**config.mk**
```make
export PLATFORM = sky130hd
export DESIGN_NAME = cfbd_round
export DESIGN_NICKNAME = d
export VERILOG_FILES = /design/src/rtl/core/cfbd_pkg.sv /design/src/rtl/core/cfbd_round.sv
export SDC_FILE = /design/constraint.sdc
export NUM_CORES = 2
export LEC_CHECK = 0
export BUFFER_PORTS_ARGS = -buffer_cell sky130_fd_sc_hd__buf_2
export CELL_PAD_IN_SITES_DETAIL_PLACEMENT = 1
export CELL_PAD_IN_SITES_GLOBAL_PLACEMENT = 1
export CORE_MARGIN = 8
export CORE_UTILIZATION = 47
export DETAILED_ROUTE_END_ITERATION = 10
export GPL_TIMING_DRIVEN = 1
export PLACE_DENSITY_LB_ADDON = 0.2
export SLEW_MARGIN = 0
export SYNTH_ARGS = -nofsm -noshare
export SYNTH_HDL_FRONTEND = slang
export SYNTH_SLANG_ARGS = --single-unit
```
**constraint.sdc**
```tcl
create_clock -name vclk -period 4.9
set_input_delay 0.245 -clock vclk [all_inputs]
set_output_delay 0.245 -clock vclk [all_outputs]
set_load 0.05 [all_outputs]
```
**src/rtl/core/cfbd_pkg.sv**
```systemverilog
`timescale 1ns / 1ps
`default_nettype none
package cfbd_pkg;

  localparam int KEY_WORDS = 30;
  localparam int KEY_ROWS = KEY_WORDS / 2;
  localparam int ROW_W = $clog2(KEY_ROWS);
  localparam logic [3:0] MIN_ROUNDS = 4'd10;
  localparam logic [3:0] MAX_ROUNDS = 4'(KEY_ROWS - 1);
  localparam logic [3:0] RESET_ROUNDS = 4'd10;
  localparam int IN_DATA_W = 136;
  localparam int OUT_DATA_W = 128;

  typedef enum logic [1:0] {
    KIND_LOAD_KEY = 2'd0,
    KIND_LOAD_FB = 2'd1,
    KIND_BLOCK = 2'd2,
    KIND_BYTE = 2'd3
  } kind_t;

  typedef enum logic [1:0] {
    ST_IDLE = 2'd0,
    ST_RUN = 2'd1,
    ST_FIN = 2'd2
  } state_t;

  typedef struct packed {
    logic             wr_en;
    logic [ROW_W-1:0] wr_row;
    logic             wr_half;
    logic [63:0]      wr_data;
    logic [ROW_W-1:0] rd_row;
  } key_req_t;

  localparam logic [7:0] SBOX [0:255] = '{
    8'h63,8'h7c,8'h77,8'h7b,8'hf2,8'h6b,8'h6f,8'hc5,8'h30,8'h01,8'h67,8'h2b,8'hfe,8'hd7,8'hab,8'h76,
    8'hca,8'h82,8'hc9,8'h7d,8'hfa,8'h59,8'h47,8'hf0,8'had,8'hd4,8'ha2,8'haf,8'h9c,8'ha4,8'h72,8'hc0,
    8'hb7,8'hfd,8'h93,8'h26,8'h36,8'h3f,8'hf7,8'hcc,8'h34,8'ha5,8'he5,8'hf1,8'h71,8'hd8,8'h31,8'h15,
    8'h04,8'hc7,8'h23,8'hc3,8'h18,8'h96,8'h05,8'h9a,8'h07,8'h12,8'h80,8'he2,8'heb,8'h27,8'hb2,8'h75,
    8'h09,8'h83,8'h2c,8'h1a,8'h1b,8'h6e,8'h5a,8'ha0,8'h52,8'h3b,8'hd6,8'hb3,8'h29,8'he3,8'h2f,8'h84,
    8'h53,8'hd1,8'h00,8'hed,8'h20,8'hfc,8'hb1,8'h5b,8'h6a,8'hcb,8'hbe,8'h39,8'h4a,8'h4c,8'h58,8'hcf,
    8'hd0,8'hef,8'haa,8'hfb,8'h43,8'h4d,8'h33,8'h85,8'h45,8'hf9,8'h02,8'h7f,8'h50,8'h3c,8'h9f,8'ha8,
    8'h51,8'ha3,8'h40,8'h8f,8'h92,8'h9d,8'h38,8'hf5,8'hbc,8'hb6,8'hda,8'h21,8'h10,8'hff,8'hf3,8'hd2,
    8'hcd,8'h0c,8'h13,8'hec,8'h5f,8'h97,8'h44,8'h17,8'hc4,8'ha7,8'h7e,8'h3d,8'h64,8'h5d,8'h19,8'h73,
    8'h60,8'h81,8'h4f,8'hdc,8'h22,8'h2a,8'h90,8'h88,8'h46,8'hee,8'hb8,8'h14,8'hde,8'h5e,8'h0b,8'hdb,
    8'he0,8'h32,8'h3a,8'h0a,8'h49,8'h06,8'h24,8'h5c,8'hc2,8'hd3,8'hac,8'h62,8'h91,8'h95,8'he4,8'h79,
    8'he7,8'hc8,8'h37,8'h6d,8'h8d,8'hd5,8'h4e,8'ha9,8'h6c,8'h56,8'hf4,8'hea,8'h65,8'h7a,8'hae,8'h08,
    8'hba,8'h78,8'h25,8'h2e,8'h1c,8'ha6,8'hb4,8'hc6,8'he8,8'hdd,8'h74,8'h1f,8'h4b,8'hbd,8'h8b,8'h8a,
    8'h70,8'h3e,8'hb5,8'h66,8'h48,8'h03,8'hf6,8'h0e,8'h61,8'h35,8'h57,8'hb9,8'h86,8'hc1,8'h1d,8'h9e,
    8'he1,8'hf8,8'h98,8'h11,8'h69,8'hd9,8'h8e,8'h94,8'h9b,8'h1e,8'h87,8'he9,8'hce,8'h55,8'h28,8'hdf,
    8'h8c,8'ha1,8'h89,8'h0d,8'hbf,8'he6,8'h42,8'h68,8'h41,8'h99,8'h2d,8'h0f,8'hb0,8'h54,8'hbb,8'h16
  };

  function automatic logic [7:0] xtime(input logic [7:0] v);
    xtime = {v[6:0], 1'b0} ^ (v[7] ? 8'h1b : 8'h00);
  endfunction

endpackage
`default_nettype wire

```
**src/rtl/core/cfbd_round.sv**
```systemverilog
`timescale 1ns / 1ps
`default_nettype none
module cfbd_round (
  input  wire logic [127:0] state_in,
  input  wire logic [127:0] round_key,
  input  wire logic         mix_en,
  output logic [127:0]      state_out
);
  import cfbd_pkg::*;

  logic [127:0] shifted;
  logic [127:0] mixed;

  always_comb begin
    for (int c = 0; c < 4; c++) begin
      for (int r = 0; r < 4; r++) begin
        shifted[8*(r+4*c) +: 8] = SBOX[state_in[8*(r+4*((c+r)%4)) +: 8]];
      end
    end
  end

  always_comb begin
    logic [7:0] a0, a1, a2, a3, all;
    for (int c = 0; c < 4; c++) begin
      a0 = shifted[32*c +: 8];
      a1 = shifted[32*c+8 +: 8];
      a2 = shifted[32*c+16 +: 8];
      a3 = shifted[32*c+24 +: 8];
      all = a0 ^ a1 ^ a2 ^ a3;
      mixed[32*c +: 8] = a0 ^ all ^ xtime(a0 ^ a1);
      mixed[32*c+8 +: 8] = a1 ^ all ^ xtime(a1 ^ a2);
      mixed[32*c+16 +: 8] = a2 ^ all ^ xtime(a2 ^ a3);
      mixed[32*c+24 +: 8] = a3 ^ all ^ xtime(a3 ^ a0);
    end
  end

  assign state_out = (mix_en ? mixed : shifted) ^ round_key;
endmodule
`default_nettype wire

```
==> reports/summary.txt <==
hold depth: 3
Max-cap violations: 0
Slowest cell on crit path: buf_2
Die W: 374 µm
nets@finish: 9623
CP peak stage delay: 0.60 ns
synth-to-layout area growth: 8.26%
dpl cells: 10.8k
GRT Util Overall: 0.446
Detailed Place HPWL: 251 mm
sequential cell area: 0 µm²
final antenna-violating net count: 0
clock buffers: 0
syn_area_per_cell: 6.57 µm²
critical path endpoint category: output port
first-pass GRT wire length: 508 mm
Initial Util: 0.473
kind of critical path: input port to output port
syn nets: 9673
FP Rows: 131
CP Cell Sequence: buf_2 -> inv_2 -> nand2_1 -> o21ai_0 -> mux4_2 -> a211oi_1 -> a31oi_1 -> a21oi_1 -> xnor2_1 -> xnor2_1 -> a21oi_1 -> xnor2_1 -> buf_2
DRC: 0
final setup fails: 1
Final Cycle Share: 1.00
Leak: 0.0244 µW
Final WS setup: -0.0161 ns
CP Launch Type: input port
Worst path top cell family by delay: compound AO/OA/AOI/OAI gates
Req. time, crit path: 4.66 ns
PD cells: 218 nW/µm²
routability cong.: 1.10
fillcell total: 16.9k
Final Cell Area: 65200 µm²
Max FO, Critical Path: 32
FMAX: 203 MHz
Hold Crit Endpoint: state_out[55]
IO Pins: 385
TritonRoute pass-1 iters: 7
Die ar.: 140000 µm²
non-filler cells, final: 10.8k
critical path arrival: 4.67 ns
Hold WC Path Type: input port to output port
Bufs and invs on worst path: 3
Tmin final: 4.92 ns
violations in the final reports: setup timing
area of the mapped netlist: 60300 µm²
Seq cells: 0
pre-CTS WS: -0.328 ns
initial antenna violation count: 43
Syn Inst Count: 9179
library cells used by synthesis: 126
RSZ-0062 raised after global routing: false
most frequent CP cell: xnor2_1
Stages on worst setup path: 13
slew of the pin with the lowest slew margin: 1.06 ns
Yosys Warn Count: 0
register area share after synthesis: 0
routed vias: 82.8k
1st-iter DRT viols: 15.1k
Worst slew margin: 0.293
largest net degree at the start of global routing: 141
GR Overflow Total: 0
outcome: complete, but fails checks
die height: 374 µm
placed cell area: 64900 µm²
total power: 14300 µW
Routed WL: 339 mm
I/O Buffers: 385
Hold Path Origin: round_key[55]
Worst Setup SP: state_in[26]
share of cells above drive strength 1: 0.174
maximum VDD drop: 0.510 mV
number of global-route vias before repair: 79.4k
core area: 127000 µm²
Vias/cell: 7.65
final slew viol count: 0
TNS Setup: -0.0161 ns
drt wl/cell: 31.3 µm
final hold violation count: 0
==> Yosys cell counts (143+ instances only) <==
library cell / number / area (µm²)
nand2b_1: 301 / 1880
o21ai_0: 787 / 3940
a31oi_1: 207 / 1290
nor2_1: 718 / 2700
nand3_1: 279 / 1400
nor3_1: 307 / 1540
a211oi_1: 208 / 1560
mux4_2: 216 / 4860
nand2_1: 751 / 2820
buf_2: 368 / 1840
a21oi_1: 767 / 3840
ha_1: 237 / 2970
mux2i_1: 146 / 1460
clkbuf_1: 583 / 2190
xnor2_1: 390 / 3420
inv_1: 143 / 537
o311ai_0: 163 / 1430
a311oi_1: 163 / 1430
nor2b_1: 265 / 1660
o211ai_1: 236 / 1770
xor2_1: 176 / 1540
==> cell type report <==
class / count / area [µm²] / area share
timing repair buffer: 1057 / 7560 / 0.116
multi-input combinational: 7883 / 54800 / 0.840
inverter: 187 / 702 / 0.0108
antenna: 31 / 77.6 / 0.00119
tap: 1662 / 2080 / 0.0319
==> tightest hold or removal path, cell delays in order <==
cell and delay, ns:
buf_2 0.08, xor2_1 0.05, buf_2 0.20
==> cell usage in the layout (no fill, tap or decap), types with 279 or more instances in the layout <==
| cell type | instances |
|---|---|
| nor2_1 | 716 |
| nand2b_1 | 299 |
| buf_2 | 355 |
| nand2_1 | 751 |
| xnor2_1 | 382 |
| o21ai_0 | 784 |
| buf_4 | 659 |
| nand3_1 | 279 |
| nor3_1 | 307 |
| a21oi_1 | 765 |
==> worst max path at each step <==
stage,slack (ns),endpoint
after floorplan,0.17,state_out[44]
after global placement,-0.31,state_out[4]
after detailed placement,-0.33,state_out[4]
after CTS,0.01,state_out[20]
after global routing,0.007,state_out[12]
final,-0.02,state_out[45]
==> through the flow <==
step / hold slack, ns / util
2_1_floorplan: 0.762 / -
3_3_place_gp: 0.828 / 0.510
3_5_place_dp: 0.831 / 0.510
4_1_cts: 0.831 / 0.510
5_1_grt: 0.839 / 0.512
6_report: 0.828 / 0.512
==> cell families (layout without fill, tap and decap cells) <==
kind of cell	Yosys count	count (layout)	share of synthesized area
AO/OA/AOI/OAI	3526	3526	0.396
AND/OR/NAND/NOR	3120	3120	0.255
buffers and inverters	1296	1244	0.0946
XOR/XNOR	595	595	0.0917
multiplexers	405	405	0.114
adder cells (fa/ha/maj)	237	237	0.0492
other	0	31	0
==> layer usage <==
metal	vias to the layer above	track usage	wire length (µm)
li1	34503	-	-
met3	1598	0.120	45700
met1	39597	0.581	128000
met4	12	0.217	22200
met5	-	0	84
met2	7048	0.680	143000
==> power by group <==
part,switching (µW),internal (µW)
Clock,0,0.000711
Sequential,0,0
Combinational,9370,4890
==> what timing repair did <==
action	CTS	global route
endpoints found under the setup margin	7	36
gates resized for setup	11	52
pin swaps	0	3
buffers inserted	0	1
hold buffers	0	0
cloned	0	0
No activity file was read; power rests on OpenSTA's default activity.
