==> config.mk <==
export PLATFORM = sky130hd
export DESIGN_NAME = cfbd_key_ram
export DESIGN_NICKNAME = d
export VERILOG_FILES = /design/src/rtl/core/cfbd_pkg.sv /design/src/rtl/core/cfbd_key_ram.sv
export SDC_FILE = /design/constraint.sdc
export NUM_CORES = 2
export LEC_CHECK = 0
export BUFFER_PORTS_ARGS = -buffer_cell sky130_fd_sc_hd__buf_2
export CAP_MARGIN = 0
export CORE_ASPECT_RATIO = 2
export CORE_MARGIN = 2
export CORE_UTILIZATION = 55
export DETAILED_ROUTE_END_ITERATION = 8
export PLACE_DENSITY = 0.72
export SKIP_CTS_REPAIR_TIMING = 1
export SLEW_MARGIN = 20
export SYNTH_ARGS = -nofsm -noshare
export SYNTH_HDL_FRONTEND = slang
export SYNTH_SLANG_ARGS = --single-unit
==> constraint.sdc <==
create_clock -name clk -period 9.2 [get_ports clk]
set_clock_uncertainty 0.1 [all_clocks]
set_input_delay 1.84 -clock clk [delete_from_list [all_inputs] [get_ports clk]]
set_output_delay 1.84 -clock clk [all_outputs]
set_load 0.1 [all_outputs]
==> src/rtl/core/cfbd_pkg.sv <==
`timescale 1ns / 1ps
`default_nettype none
package cfbd_pkg;

  localparam int KEY_WORDS = 30;
  localparam int KEY_ROWS = KEY_WORDS / 2;
  localparam int ROW_W = $clog2(KEY_ROWS);
  localparam logic [3:0] MIN_ROUNDS = 4'd10;
  localparam logic [3:0] MAX_ROUNDS = 4'(KEY_ROWS - 1);
  localparam logic [3:0] RESET_ROUNDS = 4'd10;
  localparam int IN_DATA_W = 136;
  localparam int OUT_DATA_W = 128;

  typedef enum logic [1:0] {
    KIND_LOAD_KEY = 2'd0,
    KIND_LOAD_FB = 2'd1,
    KIND_BLOCK = 2'd2,
    KIND_BYTE = 2'd3
  } kind_t;

  typedef enum logic [1:0] {
    ST_IDLE = 2'd0,
    ST_RUN = 2'd1,
    ST_FIN = 2'd2
  } state_t;

  typedef struct packed {
    logic             wr_en;
    logic [ROW_W-1:0] wr_row;
    logic             wr_half;
    logic [63:0]      wr_data;
    logic [ROW_W-1:0] rd_row;
  } key_req_t;

  localparam logic [7:0] SBOX [0:255] = '{
    8'h63,8'h7c,8'h77,8'h7b,8'hf2,8'h6b,8'h6f,8'hc5,8'h30,8'h01,8'h67,8'h2b,8'hfe,8'hd7,8'hab,8'h76,
    8'hca,8'h82,8'hc9,8'h7d,8'hfa,8'h59,8'h47,8'hf0,8'had,8'hd4,8'ha2,8'haf,8'h9c,8'ha4,8'h72,8'hc0,
    8'hb7,8'hfd,8'h93,8'h26,8'h36,8'h3f,8'hf7,8'hcc,8'h34,8'ha5,8'he5,8'hf1,8'h71,8'hd8,8'h31,8'h15,
    8'h04,8'hc7,8'h23,8'hc3,8'h18,8'h96,8'h05,8'h9a,8'h07,8'h12,8'h80,8'he2,8'heb,8'h27,8'hb2,8'h75,
    8'h09,8'h83,8'h2c,8'h1a,8'h1b,8'h6e,8'h5a,8'ha0,8'h52,8'h3b,8'hd6,8'hb3,8'h29,8'he3,8'h2f,8'h84,
    8'h53,8'hd1,8'h00,8'hed,8'h20,8'hfc,8'hb1,8'h5b,8'h6a,8'hcb,8'hbe,8'h39,8'h4a,8'h4c,8'h58,8'hcf,
    8'hd0,8'hef,8'haa,8'hfb,8'h43,8'h4d,8'h33,8'h85,8'h45,8'hf9,8'h02,8'h7f,8'h50,8'h3c,8'h9f,8'ha8,
    8'h51,8'ha3,8'h40,8'h8f,8'h92,8'h9d,8'h38,8'hf5,8'hbc,8'hb6,8'hda,8'h21,8'h10,8'hff,8'hf3,8'hd2,
    8'hcd,8'h0c,8'h13,8'hec,8'h5f,8'h97,8'h44,8'h17,8'hc4,8'ha7,8'h7e,8'h3d,8'h64,8'h5d,8'h19,8'h73,
    8'h60,8'h81,8'h4f,8'hdc,8'h22,8'h2a,8'h90,8'h88,8'h46,8'hee,8'hb8,8'h14,8'hde,8'h5e,8'h0b,8'hdb,
    8'he0,8'h32,8'h3a,8'h0a,8'h49,8'h06,8'h24,8'h5c,8'hc2,8'hd3,8'hac,8'h62,8'h91,8'h95,8'he4,8'h79,
    8'he7,8'hc8,8'h37,8'h6d,8'h8d,8'hd5,8'h4e,8'ha9,8'h6c,8'h56,8'hf4,8'hea,8'h65,8'h7a,8'hae,8'h08,
    8'hba,8'h78,8'h25,8'h2e,8'h1c,8'ha6,8'hb4,8'hc6,8'he8,8'hdd,8'h74,8'h1f,8'h4b,8'hbd,8'h8b,8'h8a,
    8'h70,8'h3e,8'hb5,8'h66,8'h48,8'h03,8'hf6,8'h0e,8'h61,8'h35,8'h57,8'hb9,8'h86,8'hc1,8'h1d,8'h9e,
    8'he1,8'hf8,8'h98,8'h11,8'h69,8'hd9,8'h8e,8'h94,8'h9b,8'h1e,8'h87,8'he9,8'hce,8'h55,8'h28,8'hdf,
    8'h8c,8'ha1,8'h89,8'h0d,8'hbf,8'he6,8'h42,8'h68,8'h41,8'h99,8'h2d,8'h0f,8'hb0,8'h54,8'hbb,8'h16
  };

  function automatic logic [7:0] xtime(input logic [7:0] v);
    xtime = {v[6:0], 1'b0} ^ (v[7] ? 8'h1b : 8'h00);
  endfunction

endpackage
`default_nettype wire

==> src/rtl/core/cfbd_key_ram.sv <==
`timescale 1ns / 1ps
`default_nettype none
module cfbd_key_ram (
  input  wire logic              clk,
  input  wire cfbd_pkg::key_req_t req,
  output logic [127:0]           rd_key
);
  import cfbd_pkg::*;

  logic [63:0] lo_mem [KEY_ROWS];
  logic [63:0] hi_mem [KEY_ROWS];
  logic [63:0] lo_q_r;
  logic [63:0] hi_q_r;

  always_ff @(posedge clk) begin
    if (req.wr_en && !req.wr_half) begin
      lo_mem[req.wr_row] <= req.wr_data;
    end
    if (req.wr_en && req.wr_half) begin
      hi_mem[req.wr_row] <= req.wr_data;
    end
    lo_q_r <= lo_mem[req.rd_row];
    hi_q_r <= hi_mem[req.rd_row];
  end

  assign rd_key = {hi_q_r, lo_q_r};
endmodule
`default_nettype wire

==> impl_table.tex <==
\begin{tabular}{lr}
\hline
Metric & Value \\
\hline
\multicolumn{2}{l}{\textbf{Run status}} \\
\quad Outcome & completed \\
\multicolumn{2}{l}{\textbf{STA}} \\
\quad Share of the clock period used by the worst path after layout & 46.1\% \\
\quad Final period demand of the worst path & 4.24 ns \\
\quad Slew at the pin closest to its max-slew limit & 1.18 ns \\
\quad Setup repair after global routing missed its margin & no \\
\quad Relative slew slack & 21.3\% \\
\quad Hold Fails Final Rpt & 0 \\
\quad Achievable frequency & 236 MHz \\
\quad Final setup viols & 0 \\
\quad Final number of max-transition violations & 0 \\
\quad Setup tns final & 0 ns \\
\quad Final critical-path setup slack & 4.96 ns \\
\multicolumn{2}{l}{\textbf{Power and ir drop}} \\
\quad Sequential share of power & 54.7\% \\
\quad Static Leak & 27.6 nW \\
\quad Max VDD drop & 144 uV \\
\quad Proportion of power drawn by combinational gates & 7.2\% \\
\quad Clock network fraction of design power & 38.1\% \\
\quad P per Cell Area & 225 mW/mm\^{}2 \\
\quad Overall power after layout & 19.0 mW \\
\quad Switching power of the nets & 4.35 mW \\
\quad Fraction of power spent switching nets & 22.8\% \\
\quad Internal power component & 14.7 mW \\
\multicolumn{2}{l}{\textbf{Min path}} \\
\quad Class of the worst hold path & flop to flop \\
\multicolumn{2}{l}{\textbf{Detailed routing}} \\
\quad Met1 wire length & 69700 um \\
\quad Wire length per cell after detailed routing & 32.8 um \\
\quad Routed met2 length & 98700 um \\
\quad Metal3 WL & 15100 um \\
\quad Count of vias placed by the detailed router & 38.7k \\
\quad First-pass iteration count of the detailed router & 5 \\
\quad Remaining antenna violation count after routing & 0 \\
\quad Violation count after the first detailed-route iteration & 4448 \\
\quad Count of unresolved DRC violations after routing & 0 \\
\quad Detailed-route vias per instance & 6.60 \\
\quad Total length of routed wires & 192000 um \\
\quad Highest routed metal layer & met5 \\
\multicolumn{2}{l}{\textbf{Floorplan}} \\
\quad Die height & 529 um \\
\quad \# rows & 192 \\
\quad Core box area & 0.137 mm\^{}2 \\
\quad Full die area & 0.141 mm\^{}2 \\
\quad Initial cell density of the core & 55.4\% \\
\quad Die Wd & 267 um \\
\quad Number of placed I/O pins & 203 \\
\multicolumn{2}{l}{\textbf{Clock tree}} \\
\quad Clock tree from TritonCTS & built \\
\quad CTS sink count & 2048 \\
\quad Number of H-tree levels & 4 \\
\quad Number of buffers added by the clock tree synthesis step & 172 \\
\quad Root buf cell & sky130\_fd\_sc\_hd\_\_clkbuf\_16 \\
\quad Clock-pin slew on the worst setup and hold paths & 0.07 ns \\
\quad Insertion delay of the later-clocked pin in the worst-skew pair & 0.83 ns \\
\quad Number of buffers on the longest clock path & 4 \\
\multicolumn{2}{l}{\textbf{Synth}} \\
\quad Number of warnings issued by yosys & 0 \\
\quad Average cell area after synthesis & 20.3 um\^{}2 \\
\quad Library cell with the highest instance count after synthesis & sky130\_fd\_sc\_hd\_\_edfxtp\_1 \\
\quad Ys async rst share & 0\% \\
\quad Cell area after synthesis & 0.0759 mm\^{}2 \\
\quad Library cell with the largest summed area after synthesis & sky130\_fd\_sc\_hd\_\_edfxtp\_1 \\
\quad Share of the yosys chip area belonging to registers & 79.4\% \\
\quad EDFF count, synth & 1920 \\
\quad Yosys top cell area share & 76.0\% \\
\quad Gate count of the mapped netlist & 3742 \\
\quad Netlist cell types & 28 \\
\quad Most used flip-flop cell after synthesis & sky130\_fd\_sc\_hd\_\_edfxtp\_1 \\
\quad Nets in the synthesized netlist & 3817 \\
\quad Top cell types by occurrence after synthesis & sky130\_fd\_sc\_hd\_\_edfxtp\_1, sky130\_fd\_sc\_hd\_\_mux2i\_1, sky130\_fd\_sc\_hd\_\_mux4\_2 \\
\quad Number of storage elements in the synthesis netlist & 2048 \\
\quad Largest cells by area after synthesis & sky130\_fd\_sc\_hd\_\_edfxtp\_1, sky130\_fd\_sc\_hd\_\_mux4\_2, sky130\_fd\_sc\_hd\_\_mux2i\_1 \\
\multicolumn{2}{l}{\textbf{Run}} \\
\quad Total of max-cap violations & 0 \\
\multicolumn{2}{l}{\textbf{GRT}} \\
\quad Maximum number of pins on one net before global-route repair & 130 \\
\quad Wire length of the first global-routing pass & 272000 um \\
\quad Global-route total usage across every layer & 27.3\% \\
\quad Leftover overflow at the end of global routing & 0 \\
\quad Vias in the first global route & 38.9k \\
\quad Antenna violations before repair & 9 \\
\multicolumn{2}{l}{\textbf{Setup path}} \\
\quad Cell breakdown of the critical path & buf\_8 -> buf\_4 -> buf\_4 -> nor2b\_4 -> buf\_4 -> a22oi\_1 -> o21ai\_1 \\
\quad Cell occurring most often along the worst timing path & sky130\_fd\_sc\_hd\_\_buf\_4 \\
\quad Category of cells accounting for the largest share of critical-path delay & buffers and inverters \\
\quad Required time at the worst-slack endpoint & 9.80 ns \\
\quad Top fanout value on the critical path & 52 \\
\quad Worst path bufs/invs & 4 \\
\quad Classification of the worst setup path & input port to flop \\
\quad Critical Path Slowest Stage Cell & sky130\_fd\_sc\_hd\_\_buf\_4 \\
\quad Largest stage delay on the critical path & 0.61 ns \\
\quad Endpoint type of the worst setup path & flop \\
\quad Arrival time reported for the critical path endpoint & 4.84 ns \\
\quad Startpoint type of the worst setup path & input port \\
\multicolumn{2}{l}{\textbf{Place}} \\
\quad Final estimated routing congestion in global placement & 0.775 \\
\quad Count of buffers inserted at the top-level ports & 202 \\
\quad Worst slack after detailed placement & 4.18 ns \\
\quad Placed wire-length estimate & 99600 um \\
\quad Cell count after placement & 5548 \\
\multicolumn{2}{l}{\textbf{Cells and area}} \\
\quad Layout Cells excl Fill & 5858 \\
\quad Number of inserted filler cells in the final layout & 9295 \\
\quad Synth-to-layout area growth & 11.4\% \\
\quad Area of the multi-input gates & 0.0148 mm\^{}2 \\
\quad Share of post-route cells with drive strength above 1 & 20.2\% \\
\quad Sequential Area & 0.0602 mm\^{}2 \\
\quad Number of nets in the layout & 4053 \\
\quad Final standard cell utilization of the core & 61.7\% \\
\hline
\end{tabular}
[stage by stage]
stage	hold WS, ns	instance area (um^2)
detailed placement	0.500	79000
finish	0.486	84600
global placement	0.491	78900
CTS	0.483	84500
floorplan	0.478	75900
global route	0.524	84500
[cell usage in the layout, fill, tap and decap left out, types with 27 or more instances in the layout]
| cell type | instances |
|---|---|
| sky130_fd_sc_hd__nor2_4 | 27 |
| sky130_fd_sc_hd__nand2b_1 | 132 |
| sky130_fd_sc_hd__o21ai_1 | 128 |
| sky130_fd_sc_hd__clkbuf_16 | 173 |
| sky130_fd_sc_hd__edfxtp_1 | 1920 |
| sky130_fd_sc_hd__buf_2 | 198 |
| sky130_fd_sc_hd__a22oi_1 | 128 |
| sky130_fd_sc_hd__clkbuf_1 | 46 |
| sky130_fd_sc_hd__mux4_2 | 256 |
| sky130_fd_sc_hd__dfxtp_1 | 128 |
| sky130_fd_sc_hd__a211o_1 | 106 |
| sky130_fd_sc_hd__mux2i_1 | 278 |
| sky130_fd_sc_hd__nor2b_1 | 107 |
| sky130_fd_sc_hd__a31oi_1 | 128 |
| sky130_fd_sc_hd__buf_4 | 74 |
| sky130_fd_sc_hd__o22ai_1 | 128 |
[power by group through the flow]
stage          Combinational [mW]  Clock, mW  Sequential [mW]
2_1_floorplan               0.495          0             11.0
3_3_place_gp                 1.35          0             10.6
3_5_place_dp                 1.37          0             10.6
4_1_cts                      1.38       7.32             10.4
5_1_grt                      1.43       7.64             10.4
6_report                     1.38       7.25             10.4
[cells by family (layout without fill, tap and decap cells)]
kind of cell	Yosys count	after routing	synth area share [%]
DFF	2048	2048	79.4
AOI/OAI and AO/OA	618	618	5.44
muxes	534	534	11.3
and+or+nand+nor	316	316	2.43
buffers and inverters	226	591	1.51
other	0	5	0
[worst paths after layout]
| path | start | endpoint | slack [ns] | cells past startpoint |
|---|---|---|---|---|
| setup / recovery | req[1] | hi_q_r[21] | 4.96 | 7 |
| hold / removal | lo_mem[14][17] | lo_q_r[17] | 0.49 | 3 |
| setup reg to reg | lo_mem[2][36] | lo_q_r[36] | 7.41 | 3 |
| hold reg to reg | lo_mem[14][17] | lo_q_r[17] | 0.49 | 3 |
[area by class of cell]
| type | instances | share of cell area [%] |
|---|---|---|
| flip-flops and latches | 2048 | 71.2 |
| multi-input cells | 1468 | 17.5 |
| clock buffers | 239 | 5.65 |
| well taps | 1746 | 2.58 |
| repair buffers | 286 | 2.16 |
| clock inverters | 64 | 0.848 |
| inverters | 2 | 0.0148 |
| diodes | 5 | 0.0148 |
[registers in the layout, summed over array words and instances (netlist names)]
signal  count
hi_mem    960
lo_mem    960
hi_q_r     64
lo_q_r     64
[metal layers]
metal | vias to the layer above | track usage [%]
met5 | - | 0
met4 | 4 | 11.3
met3 | 434 | 3.51
met2 | 2001 | 47.2
met1 | 20400 | 35.0
li1 | 15800 | -
[worst reg2reg max path: cells and delay by family, from the launching register on]
| family | cells | cell delay (ns) |
|---|---|---|
| AOI/OAI and AO/OA | 2 | 0.62 |
| DFF | 1 | 0.38 |
| muxes | 1 | 0.48 |
Note: power is estimated with default switching activity, not from simulation.
